==> src/hdl/obes_pkg.sv <==
// ----------------------------------------------------------------------------
// obes_pkg
// Shared types and constants for the occupied bandwidth energy search.
// ----------------------------------------------------------------------------
`default_nettype none

package obes_pkg;

    // fixed field widths
    localparam int CARRIER_W = 9;
    localparam int THRESH_W  = 7;
    localparam int HALF_W    = 10;
    localparam int BW_W      = 11;
    localparam int ENERGY_W  = 41;

    // configuration port
    localparam int CFG_IDX_W  = 1;
    localparam int CFG_DATA_W = CARRIER_W;

    localparam logic [CFG_IDX_W-1:0] REG_CARRIER = 1'd0;
    localparam logic [CFG_IDX_W-1:0] REG_THRESH  = 1'd1;

    localparam logic [CARRIER_W-1:0] CARRIER_RST = 9'd50;
    localparam logic [THRESH_W-1:0]  THRESH_RST  = 7'd80;

    // parameter defaults
    localparam int DEF_MAX_BINS  = 512;
    localparam int DEF_MAG_WIDTH = 16;

    typedef enum logic [3:0] {
        ST_IDLE,
        ST_DRAIN,
        ST_PROD,
        ST_CTR_RD,
        ST_CTR_ADD,
        ST_STEP_RD,
        ST_ADD_LO,
        ST_ADD_HI,
        ST_SCALE,
        ST_CMP,
        ST_OUT
    } t_state;

    typedef struct packed {
        logic load;     // item accepted
        logic init;     // start of search
        logic prod;     // one bit of threshold * total
        logic rd_ctr;   // read carrier bin
        logic rd_step;  // widen window, read both edges
        logic add_lo;
        logic add_hi;
        logic scale;    // window * 100
        logic cmp;      // evaluate stop conditions
        logic clear;    // spectrum done
    } t_dp_cmd;

    typedef struct packed {
        logic prod_done;
        logic hit;
        logic at_edge;
    } t_dp_sts;

endpackage

`default_nettype wire

==> src/hdl/obes_ctrl.sv <==
// ----------------------------------------------------------------------------
// obes_ctrl
// Sequencer: bin loading, threshold product, window widening and result.
// ----------------------------------------------------------------------------
`default_nettype none

module obes_ctrl (
    input  wire logic             i_clk,
    input  wire logic             i_rst_n,
    input  wire logic             i_start,
    input  wire logic             i_last_bin,
    output obes_pkg::t_dp_cmd     o_cmd,
    input  obes_pkg::t_dp_sts     i_sts,
    output logic                  o_busy,
    output logic                  o_valid
);
    import obes_pkg::*;

    t_state r_state;
    t_state n_state;

    always_ff @(posedge i_clk) begin
        if (!i_rst_n) begin
            r_state <= ST_IDLE;
        end else begin
            r_state <= n_state;
        end
    end

    always_comb begin
        n_state = r_state;
        case (r_state)
            ST_IDLE: begin
                if (i_start && i_last_bin) begin
                    n_state = ST_DRAIN;
                end
            end
            ST_DRAIN:   n_state = ST_PROD;
            ST_PROD: begin
                if (i_sts.prod_done) begin
                    n_state = ST_CTR_RD;
                end
            end
            ST_CTR_RD:  n_state = ST_CTR_ADD;
            ST_CTR_ADD: n_state = ST_STEP_RD;
            ST_STEP_RD: n_state = ST_ADD_LO;
            ST_ADD_LO:  n_state = ST_ADD_HI;
            ST_ADD_HI:  n_state = ST_SCALE;
            ST_SCALE:   n_state = ST_CMP;
            ST_CMP: begin
                if (i_sts.hit || i_sts.at_edge) begin
                    n_state = ST_OUT;
                end else begin
                    n_state = ST_STEP_RD;
                end
            end
            ST_OUT:     n_state = ST_IDLE;
            default:    n_state = ST_IDLE;
        endcase
    end

    always_comb begin
        o_cmd   = '0;
        o_busy  = 1'b1;
        o_valid = 1'b0;
        case (r_state)
            ST_IDLE: begin
                o_busy     = 1'b0;
                o_cmd.load = i_start;
            end
            ST_DRAIN:   o_cmd.init    = 1'b1;
            ST_PROD:    o_cmd.prod    = 1'b1;
            ST_CTR_RD:  o_cmd.rd_ctr  = 1'b1;
            ST_CTR_ADD: o_cmd.add_hi  = 1'b1;  // carrier bin sits on the high port
            ST_STEP_RD: o_cmd.rd_step = 1'b1;
            ST_ADD_LO:  o_cmd.add_lo  = 1'b1;
            ST_ADD_HI:  o_cmd.add_hi  = 1'b1;
            ST_SCALE:   o_cmd.scale   = 1'b1;
            ST_CMP:     o_cmd.cmp     = 1'b1;
            ST_OUT: begin
                o_valid     = 1'b1;
                o_cmd.clear = 1'b1;
            end
            default:    o_busy = 1'b1;
        endcase
    end

endmodule

`default_nettype wire

==> config.mk <==
export PLATFORM = sky130hd
export DESIGN_NAME = obes_ctrl
export DESIGN_NICKNAME = d
export VERILOG_FILES = /design/src/hdl/obes_pkg.sv /design/src/hdl/obes_ctrl.sv
export SDC_FILE = /design/constraint.sdc
export NUM_CORES = 1
export LEC_CHECK = 0
export BUFFER_PORTS_ARGS = -buffer_cell sky130_fd_sc_hd__buf_4
export CAP_MARGIN = 20
export CORE_AREA = 2 2 39 41
export CTS_CLUSTER_DIAMETER = 40
export DETAILED_ROUTE_END_ITERATION = 6
export DIE_AREA = 0 0 41 43
export SYNTH_ARGS = -nofsm -noshare
export SYNTH_HDL_FRONTEND = slang
export SYNTH_SLANG_ARGS = --single-unit
==> constraint.sdc <==
create_clock -name i_clk -period 3.7 [get_ports i_clk]
set_input_delay 0.74 -clock i_clk [delete_from_list [all_inputs] [get_ports i_clk]]
set_output_delay 0.74 -clock i_clk [all_outputs]
set_load 0.01 [all_outputs]
Word level (Yosys, flattened, before mapping)
Cells that the tools add are included.

Bits of input ports: 7. Register bits after elaboration: 4. Output and inout bits: 12. Logic and storage cells: 33.

Mux-type cells: 15. Reduce and logical (&&, ||, !) cells: 5. Equality and inequality tests: 12.

Operator list (count): 4-bit case mux with 10 select lines (1); 4-bit by 3-bit equality test with 1-bit output, second input constant (4); 4-bit equality test, second input constant (3); 4-bit 2-to-1 mux (3); 1-bit 2-to-1 mux (11); 4-bit by 2-bit equality test with 1-bit output, second input constant (2); 4-bit by 1-bit equality test with 1-bit output, second input constant (1); 4-bit zero test (1); 2-bit != test, second input constant (2); 2-bit AND reduction (1); 2-bit OR reduction (1); 1-bit logical AND (1); 1-bit logical OR (1).

Depth between registers and ports, before layout
Gate-level depths: netlist of the first run.

Depth in word-level cells: 3. Gate-level depth with buffers: 4. Depth with buffers taken out: 3.

Worst setup path after synthesis of the first run
No wires, ideal clock.

Path kind: register to output. From: register r_state[2]. To: output o_cmd[9] (netlist bit). Data required time: 2.960 ns. Path buffers: 1. Arrival: 1.164 ns. Cell stages (with the launch flop): 4. Setup slack: 1.796 ns. Cells stage by stage: dfxtp_1 buf_2 or4_4 nor2_1.

RTL lines: start, declared (line obes_ctrl.sv:19) `t_state r_state;`; start signal, assigned (line obes_ctrl.sv:26) `r_state <= n_state;`; end, declared (line obes_ctrl.sv:12) `output obes_pkg::t_dp_cmd o_cmd,`.

==> results.json, run 1 <==
{
  "crit_family": "simple AND/OR/NAND/NOR gates",
  "switchingPower_w": 0.0001055,
  "fmaxAchievable_mhz": 461.7,
  "synth-warning-count": 0,
  "placed_cells": 72,
  "yosys.cell_types.count": 20,
  "post_cts_buffers": 0,
  "gp_congestion": 0.6976,
  "synth_simple_gate_area_frac": 0.3975,
  "regMostFlops": "r_state",
  "dieArea_um2": 1763,
  "slowest_stage": "or4_4",
  "overflow": 0,
  "largest_register_ffs": 4,
  "status": "completed",
  "antenna_found_initial": 0,
  "fin_util": 0.3282,
  "numCtsBuffers": 3,
  "crit_arrival_ns": 1.43,
  "ys_ff_latch": 4,
  "cts-resized-gates": 0,
  "slew_violations": 0,
  "final_nets": 68,
  "die_x_um": 41,
  "cts_max_level": 1,
  "drtIter0Drc": 6,
  "drive_above_1_share": 0.3898,
  "combinationalPowerShare": 0.514,
  "clock_skew_ns": 0.001008,
  "slowest_delay_ns": 0.58,
  "root_buffer": "clkbuf_4",
  "setup.worst_path.start_class": "flip-flop",
  "grt_max_degree": 11,
  "yosysTopAreaCell": "dfxtp_1",
  "fp.coreArea_um2": 1384,
  "wl_um": 791,
  "cp_max_fo": 10,
  "synthXorXnorAreaFrac": 0,
  "grt_usage": 0.1025,
  "worstSetupPathDepth": 3,
  "grt_pass1_vias": 292,
  "hpwl_um": 605.9,
  "fin_crit_ns": 2.166,
  "routed_via_density": 4.573,
  "power_frac_seq": 0.294,
  "synth_compound_area_frac": 0.2336,
  "critPathBufInv": 1,
  "synth_nets": 49,
  "via_count": 343,
  "finalHoldViolations": 0,
  "synth_top_family_by_area": "simple AND/OR/NAND/NOR gates",
  "netSwitchingFraction": 0.3886,
  "reg2reg_slack_ns": 2.44,
  "syn2layout_area_growth_pct": 48.77,
  "syn_area_um2": 305.3,
  "clockPowerShare": 0.192,
  "cp_cell_sequence": "or4_4 -> nor2_1 -> buf_4",
  "p_leak_nw": 0.2134,
  "r2r-end": "r_state[0]$_SDFFE_PN0P_",
  "yosysSeqAreaShare": 0.2623,
  "rows": 14,
  "portBuffers": 18,
  "setup_violations": 0,
  "ctsLongestPathBuffers": 2,
  "endpoint_kind": "output pin",
  "wire_per_inst_um": 10.55,
  "cts_tree": "yes",
  "finalCritPeriodShare": 0.5854,
  "p_per_area_nw_per_um2": 597.4,
  "rsz0062_at_grt": "no",
  "worst_r2r_path_depth": 3,
  "cap_violations": 0,
  "netlist_top_cells_area": "dfxtp_1 26%, nor3_1 9.8%, nor2_1 8.6%",
  "synth_flop_cell": "dfxtp_1",
  "synth-async-reset-ratio": 0,
  "syn_area_per_cell_um2": 7.269,
  "fin_tns_setup_ns": 0,
  "die_height_um": 43,
  "ioPinCount": 19,
  "synthAdderAreaFrac": 0,
  "critPathCapture": "o_cmd[9]",
  "synth_cells": 42,
  "synth_edf_count": 0,
  "slew_headroom": 0.7947,
  "tightest_slew_ns": 0.3076,
  "netlist.area_leader.share": 0.2623,
  "drtAntennaViolNets": 0,
  "grt_pass1_wl_um": 1221,
  "reg_top3": "r_state x4",
  "cts_hold_buf": 0,
  "rr_startpoint": "r_state[3]$_SDFFE_PN0P_",
  "clk_latency_ns": 0.23,
  "synth.area.mux_share": 0,
  "crit_required_ns": 2.96,
  "cp-startpoint": "r_state[3]$_SDFFE_PN0P_",
  "intPower_w": 0.0001659,
  "setup_slack_ns": 1.534,
  "cts_sinks": 4,
  "antenna_cells": 0,
  "clkTransAtPathRegs_ns": 0.04,
  "criticalPathCategory": "reg -> out",
  "place_ws_ns": 1.779,
  "fin_cells": 75,
  "floorplan.initialDensity": 0.2206,
  "first_pass_iters": 2,
  "hold_class": "reg -> reg",
  "hold_depth": 2,
  "ir_drop_uv": 210.6,
  "drc": 0
}
-- stage by stage --
stage | total power, W | instance area [µm²] | hold WS [ns]
floorplan | 0.0001648 | 305.3 | 0.6154
global placement | 0.0002213 | 431.7 | 0.6726
detailed placement | 0.0002212 | 431.7 | 0.6777
CTS | 0.0002765 | 454.2 | 0.6889
global route | 0.0002945 | 454.2 | 0.7441
finish | 0.0002714 | 454.2 | 0.6900
-- worst register-to-register path: cells and delay by family, from the launching register on --
kind | cells | cell delay, ns
simple gates | 2 | 0.64
compound gates | 1 | 0.12
flops | 1 | 0.39
-- synthesized netlist by cell type, drive strengths merged (2+ instances only) --
library cell	n
dfxtp	4
nand2	2
a21oi	3
nor3	6
nor2	7
nor4	2
nand2b	4
o21a	2
buf	4
-- area by class of cell --
class	count	area, µm²
Sequential cell	4	80.08
Inverter	1	3.754
Timing Repair Buffer	18	135.1
Multi-Input combinational cell	33	192.7
Tap cell	16	20.02
Clock buffer	3	22.52
Fill cell	160	929.6
-- worst min path at each step --
stage	start	endpoint	slack, ns
after floorplan	r_state[3]$_SDFFE_PN0P_	r_state[0]$_SDFFE_PN0P_	0.62
after global placement	r_state[0]$_SDFFE_PN0P_	r_state[2]$_SDFFE_PN0P_	0.67
after detailed placement	r_state[3]$_SDFFE_PN0P_	r_state[1]$_SDFFE_PN0P_	0.68
after CTS	r_state[3]$_SDFFE_PN0P_	r_state[1]$_SDFFE_PN0P_	0.69
after global routing	r_state[3]$_SDFFE_PN0P_	r_state[1]$_SDFFE_PN0P_	0.74
final	r_state[0]$_SDFFE_PN0P_	r_state[2]$_SDFFE_PN0P_	0.69
-- cell families after synthesis --
group | after synthesis
compound gates | 10
buf+inv | 5
simple gates | 23
flops | 4
-- metal layers --
layer / up-vias / track usage / routed length (µm)
met4: 0 / 0.08000 / 0
li1: 184 / - / -
met1: 146 / 0.1226 / 354
met5: - / 0 / 0
met2: 13 / 0.1531 / 371
met3: 0 / 0.01571 / 66
-- cell usage in the layout (no fill, tap or decap) --
| master | n |
|---|---|
| o31a_1 | 1 |
| a211oi_1 | 1 |
| nor3_1 | 6 |
| a21oi_2 | 1 |
| nor4_1 | 2 |
| o21ai_0 | 1 |
| clkbuf_4 | 3 |
| o21a_1 | 2 |
| nor2_1 | 7 |
| buf_4 | 18 |
| nand2_1 | 2 |
| o22a_1 | 1 |
| a21boi_0 | 1 |
| nand2b_1 | 4 |
| a21oi_1 | 2 |
| and3b_1 | 1 |
| dfxtp_1 | 4 |
| or4_4 | 1 |
| inv_1 | 1 |
-- power by group through the flow --
stage                     logic, W  clock network [W]  registers (W)
after floorplan           0.000100                  0      0.0000643
after global placement    0.000141                  0      0.0000799
after detailed placement  0.000141                  0      0.0000800
after CTS                 0.000141          0.0000561      0.0000795
after global routing      0.000154          0.0000562      0.0000844
final                     0.000139          0.0000522      0.0000798
Power figures use the tool's default switching activity.
==> inputs of run 2 (changes only) <==
==> constraint.sdc (replaced) <==
create_clock -name i_clk -period 1.8 [get_ports i_clk]
set_input_delay 0.36 -clock i_clk [delete_from_list [all_inputs] [get_ports i_clk]]
set_output_delay 0.36 -clock i_clk [all_outputs]
set_load 0.01 [all_outputs]
==> run 2 against run 1 <==
  * Hold slack worse by 0.32 ns
  * Power up 110%
  * Critical path depth unchanged
  * Clock power up 100%
  * First-iteration DRC count down 100%
  * Cell area up 2.5%
  * Largest cell class unchanged
==> results.json, run 2 (same netlist as run 1, synthesis figures left out) <==
{
  "status": "completed",
  "crit_required_ns": 1.44,
  "cts_tree": "yes",
  "hpwl_um": 614.3,
  "die_height_um": 43,
  "grt_usage": 0.1093,
  "ctsLongestPathBuffers": 2,
  "reg_top3": "r_state x4",
  "wire_per_inst_um": 10.32,
  "crit_arrival_ns": 1.37,
  "cap_violations": 0,
  "fillCellCount": 152,
  "fin_tns_setup_ns": 0,
  "fp.coreArea_um2": 1384,
  "antenna_found_initial": 0,
  "dieArea_um2": 1763,
  "drtIter0Drc": 0,
  "regArea_um2": 81.33,
  "multi_input_area_um2": 195.2,
  "hp-start": "i_rst_n",
  "placed_cells": 73,
  "clock_skew_ns": 0.002201,
  "rows": 14,
  "floorplan.initialDensity": 0.2206,
  "slew_violations": 0,
  "min_to": "r_state[3]$_SDFFE_PN0P_",
  "hold_class": "in -> reg",
  "overflow": 0,
  "grt_pass1_vias": 315,
  "p_leak_nw": 0.2194,
  "largest_register_ffs": 4,
  "drive_above_1_share": 0.4333,
  "reg2reg_slack_ns": 0.59,
  "portBuffers": 18,
  "fin_crit_ns": 1.732,
  "fin_cells": 76,
  "fmaxAchievable_mhz": 577.5,
  "root_buffer": "clkbuf_4",
  "cts-resized-gates": 0,
  "gp_congestion": 0.6654,
  "finalPower_w": 0.0005694,
  "clkTransAtPathRegs_ns": 0.04,
  "layout_common_cells": "19 x buf_4, 6 x nor3_1, 6 x nor2_1",
  "setup_violations": 0,
  "antenna_cells": 0,
  "cp_max_fo": 10,
  "finalHoldViolations": 0,
  "clk_latency_ns": 0.23,
  "criticalPathCategory": "reg -> out",
  "grt_max_degree": 11,
  "hold_depth": 2,
  "fin_util": 0.3363,
  "routed_via_density": 4.579,
  "via_count": 348,
  "grt_pass1_wl_um": 1304,
  "die_x_um": 41,
  "slew_headroom": 0.8110,
  "worst_r2r_path_depth": 3,
  "syn2layout_area_growth_pct": 52.46,
  "ir_drop_uv": 336.7,
  "rr_startpoint": "r_state[1]$_SDFFE_PN0P_",
  "drc": 0,
  "layout_commonest_cell": "buf_4",
  "holdWs_ns": 0.3689,
  "cts_hold_buf": 0,
  "drtAntennaViolNets": 0,
  "p_per_area_nw_per_um2": 1223,
  "cts_max_level": 1,
  "first_pass_iters": 1,
  "wl_um": 784,
  "rsz0062_at_grt": "no",
  "ioPinCount": 19,
  "setup.worst_path.start_class": "flip-flop",
  "numCtsBuffers": 3,
  "finalCritPeriodShare": 0.9620,
  "tightest_slew_ns": 0.2831,
  "final_nets": 69,
  "endpoint_kind": "output pin",
  "regMostFlops": "r_state",
  "post_cts_buffers": 0,
  "cts_sinks": 4,
  "r2r-end": "r_state[2]$_SDFFE_PN0P_"
}
## run 2: changes by cell type in the layout (fill, tap and decap cells not counted)
| cell | change |
|---|---|
| nor2_1 | -1 |
| buf_4 | +1 |
| nor2_2 | +1 |
| dfxtp_2 | +1 |
| dfxtp_1 | -1 |
## run 2: stage by stage
| stage | cell area [µm²] | worst slack, ns |
|---|---|---|
| after floorplan | 305.3 | 0.2761 |
| after global placement | 439.2 | 0.2858 |
| after detailed placement | 439.2 | 0.2714 |
| after CTS | 461.7 | 0.01972 |
| after global routing | 465.4 | 0.004304 |
| final | 465.4 | 0.06836 |
## run 2: routing by layer
metal	global-route usage	routed length (µm)
met1	0.1346	349
met2	0.1594	369
met3	0.03665	65
met4	0.06000	0
met5	0	0
## run 2: power breakdown
part | switching (W) | internal [W] | leakage (nW) | total (W)
clock | 0.0000317 | 0.0000743 | 0.0138 | 0.000106
combinational | 0.000145 | 0.000159 | 0.172 | 0.000304
sequential | 0.0000459 | 0.000113 | 0.0332 | 0.000159
total | 0.000223 | 0.000347 | 0.219 | 0.000569
## run 2: cell type report
type,count,share of cell area
tap,16,0.04301
multi-input combinational,33,0.4194
sequential,4,0.1747
inverter,1,0.008065
timing repair buffer,19,0.3065
clock buffer,3,0.04839
## run 2: worst max-delay path by stage
stage                                       start  endpoint  cells past startpoint
after floorplan           r_state[2]$_SDFFE_PN0P_  o_cmd[9]                      3
after global placement    r_state[3]$_SDFFE_PN0P_  o_cmd[9]                      3
after detailed placement  r_state[3]$_SDFFE_PN0P_  o_cmd[9]                      3
after CTS                 r_state[3]$_SDFFE_PN0P_  o_cmd[9]                      3
after global routing      r_state[3]$_SDFFE_PN0P_  o_cmd[9]                      3
final                     r_state[3]$_SDFFE_PN0P_  o_cmd[9]                      3
## run 2: critical path, cell delays in order, from the launching register on
cell and delay [ns]:
dfxtp_2 0.35, or4_4 0.57, nor2_2 0.10, buf_4 0.12
==> inputs of run 3 (changes only) <==
--- a/config.mk
+++ b/config.mk
@@ -11,6 +11,7 @@
 export CTS_CLUSTER_DIAMETER = 40
 export DETAILED_ROUTE_END_ITERATION = 6
 export DIE_AREA = 0 0 41 43
+export PLACE_DENSITY = 0.52
 export SYNTH_ARGS = -nofsm -noshare
 export SYNTH_HDL_FRONTEND = slang
 export SYNTH_SLANG_ARGS = --single-unit
==> run 3 against run 2 <==
  * Worst setup slack gained 0.015 ns
  * Fmax grew 0.84%
  * Die area is the same
  * Critical endpoint unchanged
==> results.json, run 3 (same netlist as run 1, synthesis figures left out) <==
{
  "status": "completed",
  "crit_arrival_ns": 1.36,
  "p_leak_nw": 0.2194,
  "multi_input_area_um2": 195.2,
  "rsz0062_at_grt": "no",
  "tightest_slew_ns": 0.3226,
  "crit_required_ns": 1.44,
  "wl_um": 825,
  "clockPowerShare": 0.178,
  "antenna_cells": 0,
  "criticalPathCategory": "reg -> out",
  "netSwitchingFraction": 0.3817,
  "finalCritPeriodShare": 0.9540,
  "fp.coreArea_um2": 1384,
  "routed_via_density": 4.645,
  "wire_per_inst_um": 10.86,
  "grt_usage": 0.1155,
  "drc": 0,
  "regArea_um2": 82.58,
  "placed_cells": 72,
  "grt_pass1_wl_um": 1386,
  "layout_common_cells": "19 x buf_4, 6 x nor3_1, 6 x nor2_1",
  "setup_violations": 0,
  "ir_drop_uv": 383.0,
  "cp_max_fo": 10,
  "p_per_area_nw_per_um2": 1258,
  "cts_tree": "yes",
  "power_frac_seq": 0.282,
  "final_nets": 69,
  "reg_top3": "r_state x4",
  "largest_register_ffs": 4,
  "ctsLongestPathBuffers": 2,
  "drtAntennaViolNets": 0,
  "numCtsBuffers": 3,
  "hold_class": "in -> reg",
  "fin_cells": 76,
  "combinationalPowerShare": 0.540,
  "grt_pass1_vias": 352,
  "hpwl_um": 639.1,
  "cap_violations": 0,
  "root_buffer": "clkbuf_4",
  "cts_max_level": 1,
  "fin_tns_setup_ns": 0,
  "gp_congestion": 0.6664,
  "drtIter0Drc": 5,
  "clkTransAtPathRegs_ns": 0.03,
  "grt_max_degree": 11,
  "overflow": 0,
  "cts_sinks": 4,
  "die_x_um": 41,
  "floorplan.initialDensity": 0.2206,
  "switchingPower_w": 0.0002241,
  "fmaxAchievable_mhz": 582.4,
  "first_pass_iters": 2,
  "dieArea_um2": 1763,
  "drive_above_1_share": 0.4500,
  "regMostFlops": "r_state",
  "antenna_found_initial": 0,
  "rows": 14,
  "endpoint_kind": "output pin",
  "setup.worst_path.start_class": "flip-flop",
  "via_count": 353,
  "holdWs_ns": 0.3802,
  "ioPinCount": 19,
  "slew_violations": 0,
  "clock_skew_ns": 0.001997,
  "finalHoldViolations": 0,
  "finalPower_w": 0.0005872,
  "clk_latency_ns": 0.23,
  "syn2layout_area_growth_pct": 52.87,
  "fin_util": 0.3373,
  "layout_commonest_cell": "buf_4",
  "fillCellCount": 158,
  "slew_headroom": 0.7829,
  "die_height_um": 43,
  "intPower_w": 0.0003630,
  "fin_crit_ns": 1.717,
  "portBuffers": 18
}
==> run 3: cell counts in the layout (fill, tap and decap cells not counted) <==
No cell type changed its count.
==> run 3: what timing repair did <==
| item | CTS | global route |
|---|---|---|
| endpoints found under the setup margin | 0 | 1 |
| setup buffers | 0 | 1 |
| resized for setup | 0 | 3 |
| hold buffers | 0 | 0 |
==> run 3: path summary, 6_finish.rpt <==
kind                            from                      end  slack [ns]  cells past startpoint
max          r_state[2]$_SDFFE_PN0P_                 o_cmd[9]        0.08                      3
min                          i_rst_n  r_state[1]$_SDFFE_PN0P_        0.38                      2
max reg2reg  r_state[2]$_SDFFE_PN0P_  r_state[0]$_SDFFE_PN0P_        0.48                      4
min reg2reg  r_state[3]$_SDFFE_PN0P_  r_state[0]$_SDFFE_PN0P_        0.64                      2
==> run 3: routing by layer <==
layer | share of wire | global-route usage
met5 | 0 | 0
met4 | 0.0085 | 0.08000
met3 | 0.080 | 0.03141
met2 | 0.45 | 0.1813
met1 | 0.46 | 0.1254
==> run 3: worst max-delay path, stage by stage, from the launching register on <==
cell     delay (ns)
dfxtp_2        0.35
or4_4          0.56
nor2_2         0.09
buf_4          0.12
==> run 3: final cells by class <==
type	count	share of cell area
clock buffers	3	0.04826
repair buffers	19	0.3056
flip-flops and latches	4	0.1769
multi-input cells	33	0.4182
well taps	16	0.04290
inverters	1	0.008043
==> run 3: metrics by stage <==
step | cell area (µm²) | setup slack (ns)
after floorplan | 305.3 | 0.2761
after global placement | 431.7 | 0.2857
after detailed placement | 431.7 | 0.2584
after CTS | 454.2 | 0.008097
after global routing | 466.7 | 0.005349
final | 466.7 | 0.08287
==> run 3: power groups by stage <==
stage	logic [W]	registers (W)	clock network, W
2_1_floorplan	0.000206	0.000132	0
3_3_place_gp	0.000296	0.000166	0
3_5_place_dp	0.000292	0.000165	0
4_1_cts	0.000292	0.000164	0.000111
5_1_grt	0.000353	0.000173	0.000119
6_report	0.000317	0.000166	0.000104
